--- config.mk ---
export PLATFORM = sky130hd
export DESIGN_NAME = rdpw_queue
export DESIGN_NICKNAME = d
export VERILOG_FILES = /design/src/rtl/rdpw_pkg.sv /design/src/rtl/rdpw_queue.sv
export VERILOG_INCLUDE_DIRS = /design/src /design/src/rtl
export SDC_FILE = /design/constraint.sdc
export NUM_CORES = 1
export LEC_CHECK = 0
export BUFFER_PORTS_ARGS = -buffer_cell sky130_fd_sc_hd__buf_4
export CAP_MARGIN = 20
export CORE_AREA = 8 8 144 146
export CTS_BUF_LIST = sky130_fd_sc_hd__clkbuf_4
export CTS_CLUSTER_SIZE = 25
export DETAILED_ROUTE_END_ITERATION = 10
export DIE_AREA = 0 0 152 154
export PLACE_DENSITY = 0.68
export SYNTH_ARGS = -nofsm -noshare
export SYNTH_HDL_FRONTEND = slang
export SYNTH_SLANG_ARGS = --single-unit
--- constraint.sdc ---
create_clock -name clk -period 5.2 [get_ports clk]
set_input_delay 0.26 -clock clk [delete_from_list [all_inputs] [get_ports clk]]
set_output_delay 0.26 -clock clk [all_outputs]
set_load 0.05 [all_outputs]
--- src/rtl/register_driven_pixel_writer_assert.svh ---
// Assertion macros for the pixel writer RTL.
// Included by the modules that carry checks; no other dependencies.
`ifndef REGISTER_DRIVEN_PIXEL_WRITER_ASSERT_SVH
`define REGISTER_DRIVEN_PIXEL_WRITER_ASSERT_SVH
`ifndef SYNTH
`define RDPW_ASSERT_IMPL(lbl, clk, rst_n, prop, msg) \
  lbl: assert property (@(posedge clk) disable iff (!rst_n) prop) else $error(msg);
`define RDPW_ASSERT_NEVER(lbl, clk, rst_n, cond, msg) \
  lbl: assert property (@(posedge clk) disable iff (!rst_n) !(cond)) else $error(msg);
`else
`define RDPW_ASSERT_IMPL(lbl, clk, rst_n, prop, msg)
`define RDPW_ASSERT_NEVER(lbl, clk, rst_n, cond, msg)
`endif
`endif

--- src/rtl/rdpw_pkg.sv ---
// Shared types and constants for the register-driven pixel writer.
// No dependencies.
`timescale 1ns / 1ps
`default_nettype none
package rdpw_pkg;
  localparam logic [1:0] CMD_RREAD = 2'd0;
  localparam logic [1:0] CMD_RWRITE = 2'd1;
  localparam logic [1:0] CMD_PREAD = 2'd2;
  localparam logic [1:0] CMD_TICK = 2'd3;

  localparam int NUM_REGS = 24;
  localparam logic [4:0] R_XCUR = 5'd1;
  localparam logic [4:0] R_CLRX = 5'd2;
  localparam logic [4:0] R_YCUR = 5'd6;
  localparam logic [4:0] R_DATA = 5'd8;
  localparam logic [4:0] R_PLOTX = 5'd9;
  localparam logic [4:0] R_DATADN = 5'd10;
  localparam logic [4:0] R_DATART = 5'd13;
  localparam logic [4:0] R_PLOTY = 5'd14;
  localparam logic [4:0] R_DEST = 5'd16;
  localparam logic [4:0] R_MODE = 5'd17;
  localparam logic [4:0] R_COLOURS = 5'd18;
  localparam logic [4:0] R_CTRL = 5'd19;
  localparam logic [4:0] R_TICK = 5'd20;

  // Work kinds handed from front to back.
  typedef enum logic [1:0] {
    JOB_NONE = 2'd0,
    JOB_EXPAND = 2'd1,
    JOB_MOVE = 2'd2,
    JOB_PREAD = 2'd3
  } job_kind_t;

  // One queued job: everything the back end needs, snapshotted at issue.
  typedef struct packed {
    job_kind_t kind;
    logic [15:0] px;      // first column (already scaled, wrapped)
    logic [15:0] y;
    logic [15:0] dy;      // line move destination
    logic [15:0] data;    // aligned so the first pixel is in the top bits
    logic [4:0] count;    // pixels/columns minus one
    logic [2:0] bpp;      // 1, 2 or 4
    logic dbl;            // 40-column doubling
    logic xr;             // xor drawing
    logic [3:0] fg;
    logic [3:0] bg;
    logic [15:0] result;  // result for items without a pixel read
  } job_t;

  typedef enum logic [2:0] {
    BK_CLEAR, BK_IDLE, BK_RD, BK_WR, BK_DONE
  } bk_state_t;
endpackage
`default_nettype wire

--- src/rtl/rdpw_queue.sv ---
// Two-entry job queue between front and back end.
// Depends on rdpw_pkg.
`timescale 1ns / 1ps
`default_nettype none
module rdpw_queue (
  input  wire logic clk,
  input  wire logic rst_n,
  input  wire logic push,
  input  wire rdpw_pkg::job_t din,
  output logic full,
  input  wire logic pop,
  output logic empty,
  output rdpw_pkg::job_t dout
);
  rdpw_pkg::job_t mem_r [2];
  logic wp_r, rp_r;
  logic [1:0] cnt_r;

  assign full = cnt_r == 2'd2;
  assign empty = cnt_r == 2'd0;
  assign dout = mem_r[rp_r];

  always_ff @(posedge clk) begin
    if (push && !full) mem_r[wp_r] <= din;
  end

  always_ff @(posedge clk) begin
    if (!rst_n) begin
      wp_r <= 1'b0; rp_r <= 1'b0; cnt_r <= 2'd0;
    end else begin
      if (push && !full) wp_r <= !wp_r;
      if (pop && !empty) rp_r <= !rp_r;
      cnt_r <= cnt_r + 2'((push && !full) ? 1 : 0) - 2'((pop && !empty) ? 1 : 0);
    end
  end

  `include "register_driven_pixel_writer_assert.svh"
  `RDPW_ASSERT_NEVER(a_cnt_range, clk, rst_n, cnt_r == 2'd3, "queue count overflow")
  `RDPW_ASSERT_IMPL(a_full_hold, clk, rst_n, (full && !pop) |=> full, "full dropped without pop")
  `RDPW_ASSERT_IMPL(a_empty_hold, clk, rst_n, (empty && !push) |=> empty, "empty left without push")
endmodule
`default_nettype wire

Word level (Yosys, flattened, before mapping)
Memory sizes are Yosys's and may differ from the RTL's. A register that Yosys moved wholly into a read port is not among the register bits. Cells that the tools add are included.

Register bits after elaboration: 4. Bits in writable memories: 200. Bits of input ports: 104. Output and inout port bits: 102. Word-level logic and storage cells: 20. Memories: 1.

Add/sub/neg operators: 2. Equal/unequal tests: 1. Muxes and demuxes: 6. Reductions and logical operators: 7.

Memories: mem_r (depth 2, bits a word 100, read ports 1, clocked after Yosys merged registers in 1, write ports 1, line rdpw_queue.sv:15) `rdpw_pkg::job_t mem_r [2];`.

Operators by type and width (count): $mux 1 (6); $logic_not 1->1 (4); $add 2x1->2 (1); $eq 2x2->1 const B (1); $logic_and 1x1->1 (2); $logic_not 2->1 (1); $sub 2x1->2 (1).

Depth between registers and ports, before layout
Depth after elaboration: 6. Gate-level depth with buffers: 8.

Least setup slack after synthesis
Ideal clock, no wire load.

Path kind: register to register. From: register cnt_r[0]. To: memory mem_r[0][0] (netlist bit), enable pin. Setup time: 0.560 ns. Data arrival time: 4.752 ns. Slack: -0.111 ns. Cell stages (with the launch flop): 4. Period minus slack after synthesis: 5.311 ns. Cell sequence: dfxtp_1 > nand2b_1 > nand2_1 > nor2_1.

Word-level cells in the longest chain between the ends: 5.

RTL lines: start, declared (line rdpw_queue.sv:17) `logic [1:0] cnt_r;`; start signal, assigned (line rdpw_queue.sv:33) `cnt_r <= cnt_r + 2'((push && !full) ? 1 : 0) - 2'((pop && !empty) ? 1 : 0);`; $eq 2x2->1 (line rdpw_queue.sv:19) `assign full = cnt_r == 2'd2;`; $logic_not 1->1 (line rdpw_queue.sv:24) `if (push && !full) mem_r[wp_r] <= din;`; $logic_and 1x1->1 (line rdpw_queue.sv:24); $mux 1 (line rdpw_queue.sv:24); $mux 1 (not written as such) (line rdpw_queue.sv:24); end, declared (line rdpw_queue.sv:15).

No other way between the ends.

==> metrics.md <==
| Metric | Value |
|---|---|
| CTS root buf | clkbuf_4 |
| Remaining DRCs | 0 |
| DRT iter0 DRCs | 154 |
| Most frequent cell after synthesis | edfxtp_1 |
| Syn Nets | 442 |
| Ranking of synthesized cells by area | edfxtp_1 76%, mux2_4 19%, buf_12 2.5% |
| Synth area leader | edfxtp_1 |
| Synth Flop Type | edfxtp_1 |
| Worst-Margin Slew | 886 ps |
| Reg2reg setup slack | 2850 ps |
| Die height | 154 um |
| Core Util, Final | 61.1% |
| First-pass GRT wire length | 25600 um |
| Initial Util | 43.1% |
| Post-synth top area share | 75.5% |
| FFs w/ async S/R, synth | 0% |
| Part of the cycle the worst path needs | 54.2% |
| Hold Path Depth | 4 |
| Per-cell routed wire length | 16.9 um |
| Peak supply drop | 0.371 mV |
| Hold Crit Class | primary input to flop |
| Post-synth top cells | 200 x edfxtp_1, 100 x mux2_4, 10 x buf_12 |
| P per Cell Area | 495 mW/mm2 |
| Sink Count | 205 |
| Fill count | 1312 |
| Reg2reg start | cnt_r[0] |
| Synthesis Warnings | 0 |
| Data arrival, critical path | 2560 ps |
| Final Wtd Congestion | 0.695 |
| CTS tree | built |
| Vias in the first global route | 5078 |
| Clock skew after layout | 16.3 ps |
| # Max-Cap Violations | 0 |
| Final HPWL DP | 10300 um |
| Port Buf Inserts | 205 |
| Row count | 50 |
| Synthesis-to-finish area growth | 41.8% |
| Sequential area share after synthesis | 76.8% |
| FMAX | 355 MHz |
| Avg Inst Size Synth | 23.7 um2 |
| Layout cell share with drive strength beyond 1 | 53.5% |
| Die width | 152 um |
| Overall routing resource usage | 13.7% |
| Routed WL | 16300 um |
| DRT antenna net count | 0 |
| Initial antenna violation count | 2 |
| CTS resizes | 0 |
| Fin crit period | 2820 ps |
| Final Setup Violations | 0 |
| Rel. slew slack | 40.9% |
| Netlist cell types | 16 |
| Critical Path RT | 4940 ps |
| Run status | complete, no violations |
| Setup_tns | 0 ps |
| Syn Std Cell Area | 0.00795 mm2 |
| Worst setup SP type | flop |
| Seq cells post-synth | 205 |
| Longest Clk Path Bufs | 3 |
| WHS | 126 ps |
| RSZ-0062 raised after global routing | false |
| Clk_lat worst skew | 610 ps |
| Crit path kind | flop to primary output |
| H-tree levels | 2 |
| Die area | 0.0234 mm2 |
| Clock buffer count from CTS | 50 |
| Hold_sp | pop |
| CP max FO | 36 |
| Final Slew Violations | 0 |
| Via count | 4362 |
| EDFF count, synth | 200 |
| Num ports | 206 |
| Reg clk slew, reported paths | 60 ps |
| Cells after synthesis | 336 |
| Largest net degree at the start of global routing | 65 |
| Leak | 4.51 nW |
| GRT Residual Overflow | 0 |
| Core Region | 0.0185 mm2 |
| Total iterations of the first detailed-routing run | 4 |
| Hold Violations, Final | 0 |
| Setup crit end kind | primary output |
| Reg2reg end | mem_r[1][85] |
| R2R depth | 3 |
| Post-DR vias/cell | 4.52 |
| Fin nets | 795 |
sequential cells by signal, summed over array words and instances, names as in the netlist, named ones only:
signal	count
mem_r	200
wp_r	1
cnt_r	2
rp_r	1
metrics by stage:
stage / cell area, um2 / total power (W) / instances / setup slack, ps
global route: 11300 / 0.00583 / 964 / 2210
detailed placement: 9630 / 0.00433 / 769 / 2810
floorplan: 7960 / 0.00386 / 336 / 1570
finish: 11300 / 0.00558 / 964 / 2380
CTS: 11300 / 0.00566 / 963 / 2280
global placement: 9630 / 0.00430 / 769 / 2900
critical path: stages (launching register included):
cell	delay (ps)
dfxtp_4	700
buf_4	640
mux2_4	360
buf_4	200
worst max path at each step:
stage	startpoint	endpoint	slack (ps)	depth (start not counted)
floorplan	cnt_r[0]	mem_r[0][0]	1570	3
global placement	cnt_r[0]	mem_r[1][75]	2900	3
detailed placement	cnt_r[0]	mem_r[1][74]	2810	3
CTS	flop	dout[60]	2280	3
global route	flop	dout[41]	2210	3
finish	flop	dout[41]	2380	3
layout make-up:
cell class              instances  area, um2  area share (%)
repair buffers                312       2600            23.0
clock inverters                17       66.3           0.588
inverters                       2       7.51          0.0665
multi-input cells             118       1640            14.6
diodes                          1       2.50          0.0222
clock buffers                  75        563            4.99
well taps                     234        293            2.60
flip-flops and latches        205       6110            54.2
where the power goes:
group / switching (W) / total, W / leakage, nW / internal (W)
sequential: 0.0000962 / 0.00217 / 1.91 / 0.00208
combinational: 0.00133 / 0.00216 / 2.22 / 0.000824
clock: 0.000592 / 0.00125 / 0.376 / 0.000660
layout by cell type (no fill, tap or decap), types with 3 or more instances in the layout:
cell type	Yosys	layout
buf_4	0	210
clkbuf_4	0	75
clkinv_1	0	15
dfxtp_1	5	4
dlygate4sd3_1	0	102
edfxtp_1	200	200
mux2_4	100	100
xnor2_1	3	3
repair_timing:
action | 4_1_cts | 5_1_grt
hold buffers | 102 | 0
setup endpoints to repair | 0 | 0
buffers inserted | 0 | 0
endpoints found under the hold margin | 205 | 0
cells by family (layout without fill, tap and decap cells):
logic type	after synthesis	in the layout	synth area share, %
buffers and inverters	13	406	2.75
XOR/XNOR	3	3	0.330
other	0	1	0
multiplexers	101	101	19.0
AO/OA/AOI/OAI	1	1	0.0944
flip-flops	205	205	76.8
AND/OR/NAND/NOR	11	11	0.739
adder cells (fa/ha/maj)	2	2	0.315
per-layer routing:
layer  vias up  GRT usage, %  part of all wire [%]
met4         2          6.19                   2.6
met3        36          5.55                   8.0
li1       2063             -                     -
met5         -             0                 0.080
met2       171          24.0                    51
met1      2090          14.2                    38
Note: power is estimated with default switching activity, not from simulation.
