File: src/rtl/register_driven_pixel_writer_assert.svh
// Assertion macros for the pixel writer RTL.
// Included by the modules that carry checks; no other dependencies.
`ifndef REGISTER_DRIVEN_PIXEL_WRITER_ASSERT_SVH
`define REGISTER_DRIVEN_PIXEL_WRITER_ASSERT_SVH
`ifndef SYNTH
`define RDPW_ASSERT_IMPL(lbl, clk, rst_n, prop, msg) \
  lbl: assert property (@(posedge clk) disable iff (!rst_n) prop) else $error(msg);
`define RDPW_ASSERT_NEVER(lbl, clk, rst_n, cond, msg) \
  lbl: assert property (@(posedge clk) disable iff (!rst_n) !(cond)) else $error(msg);
`else
`define RDPW_ASSERT_IMPL(lbl, clk, rst_n, prop, msg)
`define RDPW_ASSERT_NEVER(lbl, clk, rst_n, cond, msg)
`endif
`endif

File: src/rtl/rdpw_pkg.sv
// Shared types and constants for the register-driven pixel writer.
// No dependencies.
`timescale 1ns / 1ps
`default_nettype none
package rdpw_pkg;
  localparam logic [1:0] CMD_RREAD = 2'd0;
  localparam logic [1:0] CMD_RWRITE = 2'd1;
  localparam logic [1:0] CMD_PREAD = 2'd2;
  localparam logic [1:0] CMD_TICK = 2'd3;

  localparam int NUM_REGS = 24;
  localparam logic [4:0] R_XCUR = 5'd1;
  localparam logic [4:0] R_CLRX = 5'd2;
  localparam logic [4:0] R_YCUR = 5'd6;
  localparam logic [4:0] R_DATA = 5'd8;
  localparam logic [4:0] R_PLOTX = 5'd9;
  localparam logic [4:0] R_DATADN = 5'd10;
  localparam logic [4:0] R_DATART = 5'd13;
  localparam logic [4:0] R_PLOTY = 5'd14;
  localparam logic [4:0] R_DEST = 5'd16;
  localparam logic [4:0] R_MODE = 5'd17;
  localparam logic [4:0] R_COLOURS = 5'd18;
  localparam logic [4:0] R_CTRL = 5'd19;
  localparam logic [4:0] R_TICK = 5'd20;

  // Work kinds handed from front to back.
  typedef enum logic [1:0] {
    JOB_NONE = 2'd0,
    JOB_EXPAND = 2'd1,
    JOB_MOVE = 2'd2,
    JOB_PREAD = 2'd3
  } job_kind_t;

  // One queued job: everything the back end needs, snapshotted at issue.
  typedef struct packed {
    job_kind_t kind;
    logic [15:0] px;      // first column (already scaled, wrapped)
    logic [15:0] y;
    logic [15:0] dy;      // line move destination
    logic [15:0] data;    // aligned so the first pixel is in the top bits
    logic [4:0] count;    // pixels/columns minus one
    logic [2:0] bpp;      // 1, 2 or 4
    logic dbl;            // 40-column doubling
    logic xr;             // xor drawing
    logic [3:0] fg;
    logic [3:0] bg;
    logic [15:0] result;  // result for items without a pixel read
  } job_t;

  typedef enum logic [2:0] {
    BK_CLEAR, BK_IDLE, BK_RD, BK_WR, BK_DONE
  } bk_state_t;
endpackage
`default_nettype wire

File: src/rtl/rdpw_front.sv
// Front end: register file, command decode, job build.
// Depends on rdpw_pkg.
`timescale 1ns / 1ps
`default_nettype none
module rdpw_front (
  input  wire logic clk,
  input  wire logic rst_n,
  input  wire logic in_valid,
  output logic in_stall,
  input  wire logic [1:0] cmd,
  input  wire logic [4:0] reg_index,
  input  wire logic [15:0] write_data,
  input  wire logic [9:0] read_x,
  input  wire logic [8:0] read_y,
  output logic job_valid,
  input  wire logic job_full,
  output rdpw_pkg::job_t job
);
  logic [15:0] regs_r [rdpw_pkg::NUM_REGS];
  logic [15:0] regs_nxt [rdpw_pkg::NUM_REGS];
  logic [15:0] dx, dy_c, ddata, mr, cr;
  logic do_draw, is80, acc;
  logic [2:0] mode;
  logic [7:0] msk;
  rdpw_pkg::job_t j;

  assign in_stall = job_full;
  assign acc = in_valid && !job_full;
  assign job_valid = acc;
  assign job = j;

  always_comb begin
    regs_nxt = regs_r;
    do_draw = 1'b0;
    dx = regs_r[rdpw_pkg::R_XCUR];
    dy_c = regs_r[rdpw_pkg::R_YCUR];
    ddata = write_data;
    is80 = regs_r[rdpw_pkg::R_CTRL][4];
    mode = regs_r[rdpw_pkg::R_MODE][2:0];
    cr = 16'd0;
    msk = 8'd0;
    j = '0;
    j.kind = rdpw_pkg::JOB_NONE;
    j.dbl = !is80;
    j.xr = regs_r[rdpw_pkg::R_MODE][3];
    j.fg = regs_r[rdpw_pkg::R_COLOURS][3:0];
    j.bg = regs_r[rdpw_pkg::R_COLOURS][7:4];
    j.dy = regs_r[rdpw_pkg::R_DEST];
    unique case (cmd)
      rdpw_pkg::CMD_RREAD: begin
        if (reg_index < 5'(rdpw_pkg::NUM_REGS)) j.result = regs_r[reg_index];
      end
      rdpw_pkg::CMD_PREAD: begin
        j.kind = rdpw_pkg::JOB_PREAD;
        j.px = {6'd0, read_x};
        j.y = {7'd0, read_y};
      end
      rdpw_pkg::CMD_TICK: begin
        cr = regs_r[rdpw_pkg::R_TICK] + 16'd1;
        if (cr[3:0] > 4'hA) cr[3:0] = 4'h0;
        regs_nxt[rdpw_pkg::R_TICK] = cr;
        j.result = cr;
      end
      default: begin
        if (reg_index < 5'(rdpw_pkg::NUM_REGS)) begin
          regs_nxt[reg_index] = write_data;
          case (reg_index)
            rdpw_pkg::R_CLRX: begin
              regs_nxt[rdpw_pkg::R_XCUR] = 16'd0;
              regs_nxt[rdpw_pkg::R_YCUR] = regs_r[rdpw_pkg::R_YCUR] + 16'd1;
            end
            rdpw_pkg::R_DATA: do_draw = 1'b1;
            rdpw_pkg::R_PLOTX: begin
              regs_nxt[rdpw_pkg::R_XCUR] = is80 ? write_data : {1'b0, write_data[15:1]};
              dx = write_data;
              ddata = {12'd0, j.fg};
              do_draw = 1'b1;
            end
            rdpw_pkg::R_DATADN: begin
              do_draw = 1'b1;
              regs_nxt[rdpw_pkg::R_YCUR] = regs_r[rdpw_pkg::R_YCUR] + 16'd1;
            end
            rdpw_pkg::R_DATART: begin
              dx = regs_r[rdpw_pkg::R_XCUR] + 16'd1;
              regs_nxt[rdpw_pkg::R_XCUR] = dx;
              do_draw = 1'b1;
            end
            rdpw_pkg::R_PLOTY: begin
              regs_nxt[rdpw_pkg::R_YCUR] = is80 ? write_data : {1'b0, write_data[15:1]};
              dy_c = write_data;
              ddata = {12'd0, j.fg};
              do_draw = 1'b1;
            end
            default: ;
          endcase
        end
      end
    endcase
    // classify the draw into an expand/move job
    msk = ddata[7:0] & ddata[15:8];
    mr = {msk, 8'd0};
    if (do_draw) begin
      j.kind = rdpw_pkg::JOB_EXPAND;
      j.y = dy_c;
      if (mode == 3'd3 || mode == 3'd7) begin
        // plot FG at (x, y), no doubling
        j.px = dx; j.count = 5'd0; j.bpp = 3'd4; j.dbl = 1'b0;
        j.data = {j.fg, 12'd0};
      end else if (mode == 3'd5) begin
        j.kind = rdpw_pkg::JOB_MOVE;
        j.px = is80 ? {dx[12:0], 3'd0} : {dx[11:0], 4'd0};
        j.count = is80 ? 5'd7 : 5'd15;
      end else if (is80) begin
        case (mode)
          3'd0: begin j.px = {dx[11:0], 4'd0}; j.count = 5'd15; j.bpp = 3'd1; j.data = ddata; end
          3'd4: begin j.px = {dx[13:0], 2'd0}; j.count = 5'd3; j.bpp = 3'd2; j.data = mr; end
          3'd6: begin j.px = {dx[12:0], 3'd0}; j.count = 5'd7; j.bpp = 3'd2; j.data = ddata; end
          default: begin
            j.px = {dx[12:0], 3'd0}; j.count = 5'd7; j.bpp = 3'd1;
            j.data = {ddata[7:0], 8'd0};
          end
        endcase
      end else begin
        case (mode)
          3'd1: begin j.px = {dx[13:0], 2'd0}; j.count = 5'd3; j.bpp = 3'd2;
                      j.data = {ddata[7:0], 8'd0}; end
          3'd4: begin j.px = {dx[14:0], 1'd0}; j.count = 5'd1; j.bpp = 3'd4; j.data = mr; end
          3'd6: begin j.px = {dx[13:0], 2'd0}; j.count = 5'd3; j.bpp = 3'd4; j.data = ddata; end
          default: begin
            j.px = {dx[12:0], 3'd0}; j.count = 5'd7; j.bpp = 3'd1;
            j.data = {ddata[7:0], 8'd0};
          end
        endcase
      end
    end
  end

  always_ff @(posedge clk) begin
    if (!rst_n) begin
      for (int i = 0; i < rdpw_pkg::NUM_REGS; i++) regs_r[i] <= 16'd0;
    end else if (acc) begin
      regs_r <= regs_nxt;
    end
  end
endmodule
`default_nettype wire

File: config.mk
export PLATFORM = sky130hd
export DESIGN_NAME = rdpw_front
export DESIGN_NICKNAME = d
export VERILOG_FILES = /design/src/rtl/register_driven_pixel_writer_assert.svh /design/src/rtl/rdpw_pkg.sv /design/src/rtl/rdpw_front.sv
export SDC_FILE = /design/constraint.sdc
export NUM_CORES = 1
export LEC_CHECK = 0
export BUFFER_PORTS_ARGS = -buffer_cell sky130_fd_sc_hd__buf_2
export CORE_AREA = 2 2 182 184
export CTS_BUF_LIST = sky130_fd_sc_hd__clkbuf_2
export DETAILED_ROUTE_END_ITERATION = 10
export DIE_AREA = 0 0 184 186
export PLACE_DENSITY = 0.86
export SLEW_MARGIN = 20
export SYNTH_ARGS = -nofsm -noshare
export SYNTH_HDL_FRONTEND = slang
export SYNTH_SLANG_ARGS = --single-unit
export TNS_END_PERCENT = 10
File: constraint.sdc
create_clock -name clk -period 3.6 [get_ports clk]
set_clock_uncertainty 0.05 [all_clocks]
set_input_delay 0.18 -clock clk [delete_from_list [all_inputs] [get_ports clk]]
set_output_delay 0.18 -clock clk [all_outputs]
set_load 0.005 [all_outputs]
# After elaboration in Yosys (flattened, before gate mapping)
# Cells that the tools add are included.
dict set report word_totals {
  output_inout_bits 102
  word_cells 111
  latch_bits 0
  register_bits 384
  romBits 0
  ram_bits 0
  in_bits 46
  mem_count 0
}
dict set report classes {
  add_sub_neg 3
  n_reduce_logical 16
  n_div 0
  n_mux 46
  n_bitwise 4
  n_mul 0
  shifts 0
  order_cmp 4
  eq_ne 14
}
# operator count
set ops {}
lappend ops {{384-bit bitwise mux} 1}
lappend ops {{16-bit two-way mux} 18}
lappend ops {{16-bit one-hot mux with 2 select lines} 6}
lappend ops {{24-bit one-hot mux with 3 select lines} 2}
lappend ops {{16-bit binary-select mux with 5-bit select} 1}
lappend ops {{16-bit demux with 5-bit select} 1}
lappend ops {{34-bit two-way mux} 2}
lappend ops {{64-bit two-way mux} 1}
lappend ops {{16-bit by 1-bit adder with 16-bit output (second input constant)} 3}
lappend ops {{24-bit two-way mux} 2}
lappend ops {{16-bit one-hot mux with 3 select lines} 1}
lappend ops {{5-bit by 4-bit equality test with 1-bit output (second input constant)} 5}
lappend ops {{25-bit two-way mux} 1}
lappend ops {{3-bit equality test (second input constant)} 4}
lappend ops {{8-bit AND} 1}
lappend ops {{4-bit two-way mux} 2}
lappend ops {{2-bit OR reduction} 4}
lappend ops {{6-bit >= comparator (second input constant)} 1}
lappend ops {{6-bit by 1-bit < comparator with 1-bit output (second input constant)} 1}
lappend ops {{5-bit inverter with 6-bit output} 1}
lappend ops {{3-bit AND reduction} 2}
lappend ops {{5-bit by 2-bit equality test with 1-bit output (second input constant)} 1}
lappend ops {{5-bit < comparator (second input constant)} 1}
lappend ops {{5-bit two-way mux} 1}
lappend ops {{other kinds (16)} 24}

# Depth between registers and ports, before layout
dict set report depth {
  depth_word 11
  ltp_mapped 11
  ltp_nobuf 10
}

# Worst setup path before layout
# Ideal clock, no wire load.
dict set report synth_path {
  path_type {register to output}
  startpoint {reg regs_r[352] in the netlist's numbering}
  endpoint {out job[95] in the netlist's numbering}
  path_slack_ns 1.228
  path_buffers 0
  required_time_ns 3.370
  t_arrival_ns 2.142
  stages_incl_launch_ff 9
  path_cell_list {dfxtp_1 ha_1 nand4_1 or3_1 o32ai_2 a2bb2oi_2 a221o_1 o21bai_1 o221ai_1}
}
# element line
set synth_rtl {}
lappend synth_rtl {{from (decl)} rdpw_front.sv:19} ;# logic [15:0] regs_r [rdpw_pkg::NUM_REGS];
lappend synth_rtl {{from (signal assigned)} rdpw_front.sv:142} ;# regs_r <= regs_nxt;
lappend synth_rtl {{to (decl)} rdpw_front.sv:17} ;# output rdpw_pkg::job_t job

==> reports/metrics.yaml <==
cp.arrival_ns: 3.54
cts_tree: "built"
start_util_pct: 67.5
wl_mm: 80.5
rsz0062_at_grt: "yes"
drtIter0Drc: 3304
portBuffers: 146
synth-seq-cells: 384
synth_xor_area_share_pct: 0.685
numCtsBuffers: 94
grt-ovfl-total: 0
slowest_stage: "or3b_2"
max_freq_mhz: 265
end_kind: "output port"
nFillCells: 2406
grt_pass1_vias: 21489
ant_nets: 0
num_io_pins: 148
yosysMostFrequentCell: "nand2_1"
finalCritPeriodShare_pct: 105
worstReg2RegEnd: "regs_r[286]$_SDFFE_PN0P_"
pwr-share-comb_pct: 8.7
drc: 0
grt_pass1_wl_mm: 121
fin_ws_ns: -0.175
crit_type: "flip-flop to output port"
cts.path.max_buffers: 3
synthSimpleGateAreaFrac_pct: 21.9
core_um2: 32200
rr_worst_depth: 6
place.detailed.hpwl_mm: 50.5
clkSinkCount: 384
startpoint_type: "flip-flop"
syn-mean-instance-area_um2: 8.09
synth_mux_area_share_pct: 11.2
hp-class: "input port to flip-flop"
async_flop_share_pct: 0
slew_violations: 0
synth_ff_type: "dfxtp_1"
yosysTopAreaCell: "dfxtp_1"
vias: 22696
die_h_um: 186
clkTransAtPathRegs_ns: 0.10
p_sw_share_pct: 28.6
final_area_um2: 24000
dieArea_um2: 34200
synth.yosys.seq_area_share_pct: 35.4
area_growth_pct: 10.6
synth_compound_gate_area_share_pct: 24.4
cts_max_level: 3
synth_edf_count: 0
grt_util_all_layers_pct: 46.4
max_stage_delay_ns: 0.53
row_count: 66
cp.required_ns: 3.37
synthDistinctLibCells: 95
r2r_start: "is80$_SDFFE_PN0P_"
maxCapViolCount: 0
fin_tns_setup_ns: -0.649
grt_max_degree: 136
hold-path-cell-count: 6
worstPathMaxFanout: 9
maxSlewHeadroom_pct: 33.6
violations: "negative setup slack"
synth_area_um2: 21700
holdPathEnd: "regs_r[366]$_SDFFE_PN0P_"
crit_family: "simple AND/OR/NAND/NOR gates"
total_leakage_power_nw: 8.48
ys_top_cells_by_area: "dfxtp_1 (35%), nand2_1 (14%), a21boi_0 (12%), mux4_2 (9.7%), clkbuf_1 (3.0%)"
num-nets-final: 2857
die_w_um: 184
reg2reg_slack_ns: 1.24
place_area_um2: 22600
synth.top_cell.area_share_pct: 35.4
viasPerCell: 6.94
hold_viol_final: 0
sequentialPowerShare_pct: 55.1
synth_fa_ha_area_share_pct: 0.460
crit_buf_inv: 1
syn_inst: 2687
clkLatencyLatePin_ns: 1.02
synth_top_family_by_area: "compound AO/OA/AOI/OAI gates"
setup_violations: 8
max_slew.worst_pin.slew_ns: 0.992
vdd.ir_drop.worst_v: 0.000430
root_buffer: "clkbuf_2"
path_cells: "or3b_2 > nor4_1 > o21ai_0 > nand2_2 > a221oi_1 > o31ai_1 > buf_2"
switchingPower_mw: 2.21
post-route-util_pct: 74.6
min_from: "reg_index[3]"
layout_min_cycle_time_ns: 3.77
cell_internal_pwr_mw: 5.52
status: "finished with violations"
first_pass_iters: 10
wl_per_cell_um: 24.6
syn-num-nets: 2741
power_density_nw_per_um2: 322
yosys-top-cells-count: "nand2_1 (816), dfxtp_1 (384), a21boi_0 (339)"
place.gp.congestion: 1.04
yosysWarnings: 0
clock_power_share_pct: 36.3
drive_above_1_share_pct: 20.2
antenna_found_initial: 3
-- cell type report --
class	instances	area [µm²]	share of cell area (%)
Antenna cell	1	2.50	0.0104
Clock buffer	134	671	2.79
Clock inverter	20	103	0.427
Inverter	19	75.1	0.312
Multi-Input combinational cell	2017	13000	54.2
Sequential cell	384	7720	32.1
Tap cell	408	510	2.12
Timing Repair Buffer	287	1940	8.05
-- what timing repair did --
action | 4_1_cts | 5_1_grt
endpoints found under the hold margin | 383 | 0
hold buffers | 30 | 0
endpoints found under the setup margin | 13 | 18
buffers inserted | 12 | 3
cloned | 0 | 0
pin swaps | 12 | 8
resized for setup | 37 | 30
-- per-layer routing --
metal  part of all wire, %  track usage [%]
met5                 0.026                0
met4                   7.6             32.4
met3                    16             17.1
met2                    42             68.7
met1                    34             56.0
-- sequential cells by signal, summed over array words and instances (netlist names) --
signal / flops
regs_r: 355
job: 25
mode: 3
is80: 1
-- worst max path at each step --
stage | endpoint | startpoint | slack (ns) | cells after the start
finish | job[88] | regs_r[357]$_SDFFE_PN0P_ | -0.17 | 7
global route | job[88] | regs_r[357]$_SDFFE_PN0P_ | -0.17 | 7
detailed placement | job[94] | regs_r[353]$_SDFFE_PN0P_ | 0.62 | 9
CTS | job[95] | regs_r[353]$_SDFFE_PN0P_ | -0.07 | 9
global placement | job[94] | regs_r[353]$_SDFFE_PN0P_ | 0.68 | 9
floorplan | job[95] | regs_r[352]$_SDFFE_PN0P_ | 1.23 | 8
-- cells by family (layout without fill, tap and decap cells) --
group,Yosys count,after routing
buffers and inverters,286,460
multiplexers,122,122
other,1,2
AO/OA/AOI/OAI,754,754
XOR/XNOR,17,17
flip-flops,384,384
adder cells (fa/ha/maj),8,8
AND/OR/NAND/NOR,1115,1115
-- worst reg2reg max path: stages, from the launching register on --
cell and delay (ns):
dfxtp_2 0.47, buf_4 0.33, nor2_1 0.82, a22o_1 0.28, a31oi_1 0.05, o21bai_1 0.15
o311a_1 0.17
-- power groups by stage --
stage          Clock [mW]  Sequential [mW]  Combinational, mW
5_1_grt              3.02             4.26              0.685
4_1_cts              2.80             4.26              0.629
2_1_floorplan           0             4.36              0.400
3_5_place_dp            0             4.36              0.599
6_report             2.81             4.26              0.670
3_3_place_gp            0             4.36              0.592
-- cells in the final DEF, fill, tap and decap left out, types with 85 or more instances in the layout --
master	Yosys	layout
buf_2	43	143
nor2_1	98	98
buf_4	33	107
mux4_2	94	94
nand2_1	816	812
clkbuf_2	1	134
o21ai_0	104	98
a21boi_0	339	339
a21oi_1	88	85
dfxtp_1	384	370
-- metrics by stage --
step	hold slack, ns	instances	power [mW]	setup slack (ns)
after floorplan	0.389	2687	4.76	1.23
after global placement	0.396	3070	4.95	0.680
after detailed placement	0.405	3070	4.96	0.619
after CTS	0.0215	3266	7.69	-0.0684
after global routing	0.0343	3270	7.96	-0.169
final	0.0465	3270	7.74	-0.175
(Power assumes the default switching activity.)
